### src/rtl/btwa_pkg.sv
// Shared constants for the busy-time window averager: field widths,
// operation codes and parameter defaults. No dependencies.
`default_nettype none

package btwa_pkg;

  localparam int WINDOW_DEPTH_DEF = 64;
  localparam int TICK_BITS_DEF    = 32;

  localparam int NOW_W   = 32;
  localparam int FUNC_W  = 2;
  localparam int AVG_W   = 40;
  localparam int CNT_OUT_W = 7;
  localparam int MC_W    = 7;
  localparam int FRAC_W  = 8;
  localparam int PERIOD_W = 32;
  localparam int MAX_COUNT_RST = 16;

  localparam logic [FUNC_W-1:0] FUNC_START = 2'd0;
  localparam logic [FUNC_W-1:0] FUNC_END   = 2'd1;
  localparam logic [FUNC_W-1:0] FUNC_NEXT  = 2'd2;

endpackage

`default_nettype wire

### src/rtl/btwa_div.sv
// Restoring divider, one quotient bit per cycle.
// Self-contained; widths come from the top level.
`default_nettype none

module btwa_div #(
  parameter int DVD_W = 46,
  parameter int DSR_W = 7
) (
  input  wire logic             clk,
  input  wire logic             rst,
  input  wire logic             start,
  input  wire logic [DVD_W-1:0] dividend,
  input  wire logic [DSR_W-1:0] divisor,
  output logic                  done,
  output logic [DVD_W-1:0]      quotient
);

  localparam int STEP_W = $clog2(DVD_W + 1);

  logic [DVD_W-1:0]  work;
  logic [DSR_W-1:0]  rem;
  logic [DSR_W-1:0]  dsr;
  logic [STEP_W-1:0] steps;
  logic              running;

  logic [DSR_W:0]    trial;
  logic              fits;

  always_comb begin
    trial = {rem, work[DVD_W-1]};
    fits  = (trial >= {1'b0, dsr});
  end

  always_ff @(posedge clk) begin
    if (rst) begin
      running <= 1'b0;
      done    <= 1'b0;
      steps   <= '0;
    end else begin
      done <= 1'b0;
      if (start) begin
        running <= 1'b1;
        steps   <= STEP_W'(DVD_W);
      end else if (running) begin
        steps <= steps - 1'b1;
        if (steps == STEP_W'(1)) begin
          running <= 1'b0;
          done    <= 1'b1;
        end
      end
    end
  end

  always_ff @(posedge clk) begin
    if (start) begin
      work <= dividend;
      rem  <= '0;
      dsr  <= divisor;
    end else if (running) begin
      // shift one dividend bit into the remainder, subtract when it fits
      work <= {work[DVD_W-2:0], fits};
      rem  <= fits ? DSR_W'(trial - {1'b0, dsr}) : DSR_W'(trial);
    end
  end

  assign quotient = work;

endmodule

`default_nettype wire

### src/rtl/busy_time_window_averager_unit.sv
// Busy-time window averager, top level.
// Depends on btwa_pkg and btwa_div.
`default_nettype none

// Each input word carries an operation (start, end, next period) and a tick
// timestamp, and produces exactly one output word with the Q32.8 mean of the
// completed periods in the window, the period count and the logging flag.
// Period totals sit in a single-port-read memory of WINDOW_DEPTH entries.
// The block takes one word at a time and accepts no new word until the
// current one is through. An item runs a summing pass that reads one memory
// entry per cycle over the stored periods but the newest, then a bit-serial
// divide of QW bits, where QW = max(40, 40 + log2(depth)). An item that
// closes an open interval while periods are stored first reads and updates
// the newest period (S_RDNEW, S_UPD), and a period step then pushes the new
// period (S_PUSH). With fewer than two periods the sum and divide are
// skipped. A sink stall holds the block in its last state until the output
// register frees up. The result sits in an output register, so the next
// input word is taken while the previous result still waits for the sink.
// max_count is to be written through cfg_we/cfg_wdata only while the block
// is idle; the block itself does not enforce this. Zero is ignored and values
// above the depth clamp to the depth; a smaller value trims the window at the
// next period step.
module busy_time_window_averager_unit
  import btwa_pkg::*;
#(
  parameter int WINDOW_DEPTH = WINDOW_DEPTH_DEF,
  parameter int TICK_BITS    = TICK_BITS_DEF
) (
  input  wire logic        clk,
  input  wire logic        rst,
  // config: max_count
  input  wire logic        cfg_we,
  input  wire logic [6:0]  cfg_wdata,
  // input words
  input  wire logic        s_axis_tvalid,
  output logic             s_axis_tready,
  input  wire logic [31:0] s_axis_tdata,   // [31:0] now
  input  wire logic [1:0]  s_axis_tuser,   // [1:0] func
  // result words
  output logic             m_axis_tvalid,
  input  wire logic        m_axis_tready,
  output logic [47:0]      m_axis_tdata    // [39:0] average, [46:40] period_count,
                                           // [47] logging_on
);

  localparam int AW     = $clog2(WINDOW_DEPTH);
  localparam int CNT_W  = $clog2(WINDOW_DEPTH + 1);
  localparam int CMP_W  = (CNT_W + 1 > MC_W) ? CNT_W + 1 : MC_W;
  localparam int NOW_B  = (TICK_BITS < NOW_W) ? TICK_BITS : NOW_W;
  localparam int SUM_W  = ((TICK_BITS > PERIOD_W) ? TICK_BITS : PERIOD_W) + 1;
  localparam int ACC_W  = PERIOD_W + AW;
  localparam int QW     = (ACC_W + FRAC_W > AVG_W) ? ACC_W + FRAC_W : AVG_W;
  localparam int MC_RST = (MAX_COUNT_RST > WINDOW_DEPTH) ? WINDOW_DEPTH : MAX_COUNT_RST;

  typedef enum logic [7:0] {
    S_IDLE  = 8'b0000_0001,
    S_RDNEW = 8'b0000_0010,
    S_UPD   = 8'b0000_0100,
    S_PUSH  = 8'b0000_1000,
    S_AVG0  = 8'b0001_0000,
    S_SUM   = 8'b0010_0000,
    S_DIV   = 8'b0100_0000,
    S_DONE  = 8'b1000_0000
  } state_t;

  state_t state;

  // architectural state
  logic [CNT_W-1:0]     max_count;
  logic                 logging_flag;
  logic [NOW_B-1:0]     interval_start;
  logic [AW-1:0]        newest_slot;
  logic [CNT_W-1:0]     stored_count;

  // period memory
  logic [PERIOD_W-1:0]  period_store [WINDOW_DEPTH];
  logic [PERIOD_W-1:0]  mem_rdata;
  logic                 mem_re;
  logic [AW-1:0]        mem_raddr;
  logic                 mem_we;
  logic [AW-1:0]        mem_waddr;
  logic [PERIOD_W-1:0]  mem_wdata;

  // per-item working registers
  logic [FUNC_W-1:0]    func;
  logic [TICK_BITS-1:0] elapsed;
  logic [AW-1:0]        ptr;
  logic [CNT_W-1:0]     left;
  logic                 rd_pending;
  logic [ACC_W-1:0]     acc;
  logic                 avg_zero;

  // output register
  logic [AVG_W-1:0]     out_avg;
  logic [CNT_OUT_W-1:0] out_cnt;
  logic                 out_log;

  // divider
  logic                 div_start;
  logic                 div_done;
  logic [QW-1:0]        div_q;

  // combinational helpers
  logic [NOW_B-1:0]     now_in;
  logic [TICK_BITS-1:0] diff_in;
  logic [SUM_W-1:0]     sat_sum;
  logic [PERIOD_W-1:0]  sat_val;
  logic [AW-1:0]        newest_inc;
  logic [AW-1:0]        newest_dec;
  logic [AW-1:0]        ptr_dec;
  logic [CMP_W-1:0]     count_inc;
  logic [CNT_W-1:0]     count_new;
  logic                 out_free;

  assign s_axis_tready = (state == S_IDLE);
  assign out_free      = !m_axis_tvalid || m_axis_tready;

  always_comb begin
    now_in  = NOW_B'(s_axis_tdata);
    diff_in = TICK_BITS'(now_in) - TICK_BITS'(interval_start);

    // saturating add of the closed interval into the newest period
    sat_sum = SUM_W'(mem_rdata) + SUM_W'(elapsed);
    sat_val = (sat_sum[SUM_W-1:PERIOD_W] != '0) ? '1 : sat_sum[PERIOD_W-1:0];

    newest_inc = (newest_slot == AW'(WINDOW_DEPTH - 1)) ? '0 : newest_slot + 1'b1;
    newest_dec = (newest_slot == '0) ? AW'(WINDOW_DEPTH - 1) : newest_slot - 1'b1;
    ptr_dec    = (ptr == '0) ? AW'(WINDOW_DEPTH - 1) : ptr - 1'b1;

    // grow the window by one, clamp to depth and to max_count
    count_inc = CMP_W'(stored_count) + 1'b1;
    if (count_inc > CMP_W'(WINDOW_DEPTH)) begin
      count_inc = CMP_W'(WINDOW_DEPTH);
    end
    if (count_inc > CMP_W'(max_count)) begin
      count_inc = CMP_W'(max_count);
    end
    count_new = CNT_W'(count_inc);
  end

  // memory control
  always_comb begin
    mem_re    = 1'b0;
    mem_raddr = ptr;
    mem_we    = 1'b0;
    mem_waddr = newest_slot;
    mem_wdata = sat_val;
    unique case (state)
      S_RDNEW: begin
        mem_re    = 1'b1;
        mem_raddr = newest_slot;
      end
      S_UPD: begin
        mem_we = 1'b1;
      end
      S_PUSH: begin
        mem_we    = 1'b1;
        mem_waddr = newest_inc;
        mem_wdata = '0;
      end
      S_SUM: begin
        mem_re = (left != '0);
      end
      default: begin
      end
    endcase
  end

  always_ff @(posedge clk) begin
    if (mem_we) begin
      period_store[mem_waddr] <= mem_wdata;
    end
    if (mem_re) begin
      mem_rdata <= period_store[mem_raddr];
    end
  end

  // configuration register
  always_ff @(posedge clk) begin
    if (rst) begin
      max_count <= CNT_W'(MC_RST);
    end else if (cfg_we && cfg_wdata != '0) begin
      if (CMP_W'(cfg_wdata) > CMP_W'(WINDOW_DEPTH)) begin
        max_count <= CNT_W'(WINDOW_DEPTH);
      end else begin
        max_count <= CNT_W'(cfg_wdata);
      end
    end
  end

  assign div_start = (state == S_SUM) && (left == '0) && !rd_pending;

  // sequencer
  always_ff @(posedge clk) begin
    if (rst) begin
      state          <= S_IDLE;
      logging_flag   <= 1'b0;
      interval_start <= '0;
      newest_slot    <= '0;
      stored_count   <= '0;
      m_axis_tvalid  <= 1'b0;
      rd_pending     <= 1'b0;
      left           <= '0;
    end else begin
      // drop valid once the sink takes the word, unless a new one loads now
      if (m_axis_tvalid && m_axis_tready && state != S_DONE) begin
        m_axis_tvalid <= 1'b0;
      end
      unique case (state)
        S_IDLE: begin
          if (s_axis_tvalid) begin
            func    <= s_axis_tuser;
            elapsed <= diff_in;
            if (s_axis_tuser == FUNC_START) begin
              if (!logging_flag) begin
                logging_flag   <= 1'b1;
                interval_start <= now_in;
              end
              state <= S_AVG0;
            end else if (s_axis_tuser == FUNC_END || s_axis_tuser == FUNC_NEXT) begin
              // close an open interval first; drop its time with no period
              if (logging_flag) begin
                logging_flag <= 1'b0;
              end
              if (logging_flag && stored_count != '0) begin
                state <= S_RDNEW;
              end else if (s_axis_tuser == FUNC_NEXT) begin
                state <= S_PUSH;
              end else begin
                state <= S_AVG0;
              end
            end else begin
              state <= S_AVG0;
            end
          end
        end
        S_RDNEW: begin
          state <= S_UPD;
        end
        S_UPD: begin
          state <= (func == FUNC_NEXT) ? S_PUSH : S_AVG0;
        end
        S_PUSH: begin
          newest_slot  <= newest_inc;
          stored_count <= count_new;
          state        <= S_AVG0;
        end
        S_AVG0: begin
          // walk periods 1..count-1, oldest side reached last
          ptr        <= newest_dec;
          left       <= stored_count - 1'b1;
          rd_pending <= 1'b0;
          acc        <= '0;
          avg_zero   <= (stored_count < CNT_W'(2));
          state      <= (stored_count < CNT_W'(2)) ? S_DONE : S_SUM;
        end
        S_SUM: begin
          if (left != '0) begin
            ptr  <= ptr_dec;
            left <= left - 1'b1;
          end
          rd_pending <= (left != '0);
          if (rd_pending) begin
            acc <= acc + ACC_W'(mem_rdata);
          end
          if (div_start) begin
            state <= S_DIV;
          end
        end
        S_DIV: begin
          if (div_done) begin
            state <= S_DONE;
          end
        end
        S_DONE: begin
          // hold until the output register is free
          if (out_free) begin
            out_avg       <= avg_zero ? '0 : div_q[AVG_W-1:0];
            out_cnt       <= CNT_OUT_W'(stored_count);
            out_log       <= logging_flag;
            m_axis_tvalid <= 1'b1;
            state         <= S_IDLE;
          end
        end
        default: begin
          state <= S_IDLE;
        end
      endcase
    end
  end

  btwa_div #(
    .DVD_W (QW),
    .DSR_W (CNT_W)
  ) u_div (
    .clk      (clk),
    .rst      (rst),
    .start    (div_start),
    .dividend (QW'({acc, {FRAC_W{1'b0}}})),
    .divisor  (stored_count - 1'b1),
    .done     (div_done),
    .quotient (div_q)
  );

  assign m_axis_tdata = {out_log, out_cnt, out_avg};

endmodule

`default_nettype wire

### config.mk
export PLATFORM = sky130hd
export DESIGN_NAME = busy_time_window_averager_unit
export DESIGN_NICKNAME = d
export VERILOG_FILES = /design/src/rtl/btwa_pkg.sv /design/src/rtl/btwa_div.sv /design/src/rtl/busy_time_window_averager_unit.sv
export SDC_FILE = /design/constraint.sdc
export NUM_CORES = 2
export LEC_CHECK = 0
export ABC_AREA = 0
export BUFFER_PORTS_ARGS = -buffer_cell sky130_fd_sc_hd__buf_2
export CELL_PAD_IN_SITES_DETAIL_PLACEMENT = 0
export CELL_PAD_IN_SITES_GLOBAL_PLACEMENT = 1
export CORE_ASPECT_RATIO = 0.5
export CORE_MARGIN = 5
export CORE_UTILIZATION = 43
export DETAILED_ROUTE_END_ITERATION = 12
export MAX_ROUTING_LAYER = met4
export PLACE_DENSITY = 0.74
export SETUP_SLACK_MARGIN = 0.15
export SYNTH_ARGS = -nofsm -noshare
export SYNTH_HDL_FRONTEND = slang
export SYNTH_HIERARCHICAL = 1
export SYNTH_SLANG_ARGS = --single-unit
### constraint.sdc
create_clock -name clk -period 5.7 [get_ports clk]
set_input_delay 0.855 -clock clk [delete_from_list [all_inputs] [get_ports clk]]
set_output_delay 0.855 -clock clk [all_outputs]
set_load 0.01 [all_outputs]
==> impl_metrics.csv <==
group,metric,value,unit
timing,fmax,185.1,MHz
timing,setup_viol,0,
yosys,synth_fa_ha_area_share,1.680,%
layout,final_common_cell,"edfxtp_1",
critical_path,critPathSlowestCell,"a31oi_1",
die,rows,122,
layout,layout-drive-gt1-share,10.94,%
global_route,grtUsageTotal,23.38,%
route,num_vias,61240,
placement,gp_congestion,0.8473,
timing,tns,0,ns
cts,root_buffer,"clkbuf_16",
yosys,ys_seq_elements,2345,
yosys,yosys_most_used_dff,"edfxtp_1",
yosys,synth_xor_area_share,0.9997,%
global_route,grt_max_degree,128,
timing,slew_headroom,-4.771,%
route,drtPass1Iterations,6,
critical_path,worstPathCellList,"or4_4 -> nor3_4 -> nand3b_4 -> a21oi_4 -> buf_4 -> buf_4 -> mux2i_1 -> a32oi_1 -> and3_1 -> a31oi_1 -> nand4_1",
route,routed_via_density,5.871,
cts,cts_tree,"yes",
cts,cts_hold_buffers,0,
global_route,grt_pass1_wl,395.6,mm
critical_path,required,6.18,ns
global_route,use_met1,34.53,%
placement,placed_cell_area,0.1022,mm2
route,post-route-drc-count,0,
yosys,syn_area,0.09637,mm2
yosys,synth_edf_count,2260,
cts,clk_path_buf_depth,4,
die,die_x,679.5,um
yosys,synth-async-reset-ratio,0,%
timing,tightest_slew,1.564,ns
placement,dp_hpwl,158.1,mm
critical_path,max_stage_delay,1.10,ns
timing,post-route-min-period,5.401,ns
placement,placed_cells,10040,
placement,place_ws,0.5929,ns
layout,stdcell_count,10430,
critical_path,worstPathArrival,5.88,ns
min_path,worstHoldPathType,"in -> reg",
timing,hold_viol,0,
layout,nets,7456,
cts,cts_made_buffers,216,
yosys,netlist_instances,7125,
yosys,synth_compound_area_share,7.838,%
cts,htreeDepth,4,
die,start_util,43.39,%
yosys,yosysWarnings,6,
power,p_leak,36.36,nW
route,first_iter_violations,7851,
flow_run,maxCapViolations,2,
placement,place.port_buffers,95,
die,core-area,0.2221,mm2
power,power,35.54,mW
layout,area_delta_synth_final,12.92,%
global_route,use_met3,4.137,%
die,die_h,344.8,um
yosys,yosys.area_share.simple,11.68,%
timing,finClkSkew,0.05997,ns
cts,clock_sinks,2345,
layout,fillers,18890,
route,route.detailed.wl_per_inst,26.17,um
global_route,gr-total-overflow,0,
cts,cts_resized,0,
route,finalWirelength,273.0,mm
global_route,antenna_found_initial,16,
cts,cts_setup_buffers,0,
global_route,grt_pass1_vias,57200,
die,pin_count,96,
timing,rsz0062_at_grt,"false",
global_route,top_usage_layer,"met1",
power,p_per_area,326.5,mW/mm2
critical_path,critPathKind,"reg -> reg",
cts,cts.clk_slew.worst_paths,0.06,ns
critical_path,end_kind,"flop",
critical_path,critical_path.max_fanout,22,
critical_path,path_buf_inv,2,
timing,slew_viol_final,4,
timing,min_period_over_period,94.76,%
yosys,syn_avg_cell_area,13.53,um2
route,ant_nets,0,
critical_path,start_kind,"flop",
die,floorplan.die_area,0.2343,mm2
yosys,yosysUniqueCellTypes,85,
critical_path,path_delay_family,"compound AO/OA/AOI/OAI gates",
outcome,outcome,"complete, but fails checks",
outcome,violations,"capacitance limit, slew limit",
global_route,grtUsageMet2,34.21,%
timing,setup_ws,0.2986,ns
layout,layout_common_cells,"2260 x edfxtp_1, 1710 x nand2_1, 400 x a31oi_1, 287 x nand3_1, 267 x mux2i_1",
layout,post-route-cell-area,0.1088,mm2
critical_path,crit_top_cell,"buf_4",
power,peakVddDrop,0.0002619,V
cts,clk_latency,0.86,ns
yosys,synth_mux_area_share,3.368,%
yosys,synth-seq-area-share,72.18,%
yosys,synth_top_family_by_area,"simple AND/OR/NAND/NOR gates",
-- metal layers --
metal	part of all wire, %	vias to the layer above	routed length [um]
met5	0	-	0
met3	9.9	367	27070
li1	-	27060	-
met4	1.8	0	5002
met1	44	30850	121400
met2	44	2964	119500
-- sequential cells by signal, summed over array words and instances, names as in the netlist, 7 cells and up --
name,cells
period_store,2048
u_div/quotient,46
out_avg,40
acc,38
elapsed,32
interval_start,32
mem_rdata,32
state,8
left,7
max_count,7
out_cnt,7
stored_count,7
u_div/dsr,7
u_div/rem,7
-- final timing paths --
check / startpoint / to / slack [ns] / depth (start not counted)
min reg2reg: interval_start[27] / interval_start[27] / 0.45 / 2
max reg2reg: state[7] / mem_rdata[5] / 0.30 / 11
min: s_axis_tuser[0] / func[0] / 0.24 / 1
max: state[7] / mem_rdata[5] / 0.30 / 11
-- stage by stage --
stage | utilization, % | hold WS [ns]
final | 49.00 | 0.2423
after global routing | 49.00 | 0.2000
after CTS | 48.99 | 0.1911
after detailed placement | 46.02 | 0.4463
after global placement | 46.01 | 0.4422
after floorplan | - | 0.4064
-- cell type report --
type                       instances  area (um2)  area share, %
antenna                            5       12.51        0.01150
sequential                      2345       69570          63.93
inverter                          96       360.3         0.3311
clock inverter                   115       935.9         0.8600
timing repair buffer             341        2950          2.711
tap                             2976        3724          3.422
multi-input combinational       4283       25600          23.52
clock buffer                     271        5675          5.215
-- cell usage after synthesis, types with 53 or more instances --
library cell	number	area, um2
edfxtp_1	2260	67870
nand2_1	1713	6430
a31oi_1	401	2509
nand3_1	287	1436
mux2i_1	268	2683
a32oi_1	248	2172
clkbuf_1	221	829.6
nor2_1	210	788.3
a21oi_1	194	970.9
and3_1	139	869.6
buf_2	131	655.6
ha_1	123	1539
inv_1	95	356.6
dfxtp_1	85	1702
o21ai_0	82	410.4
nor2b_1	73	456.7
xnor2_1	57	499.2
xor2_1	53	464.2
-- cells by family after synthesis --
group,after synthesis
buffers and inverters,504
DFF,2345
adders and majority gates,127
other,1
AOI/OAI and AO/OA,1106
xor gates and xnor gates,110
and+or+nand+nor,2615
muxes,317
-- power breakdown --
group          internal (mW)  leakage, nW  switching [mW]
logic                  0.493         12.3            1.54
clock network           7.66         3.23            6.28
registers               19.5         20.8          0.0463
total                   27.7         36.4            7.86
-- worst register-to-register path, delay by kind of cell (launching register included) --
kind            cells  cell delay (ns)
compound gates      3             2.15
buf+inv             2             0.72
flops               1             0.38
mux                 1             0.23
simple gates        5             1.55
Power figures use the tool's default switching activity.
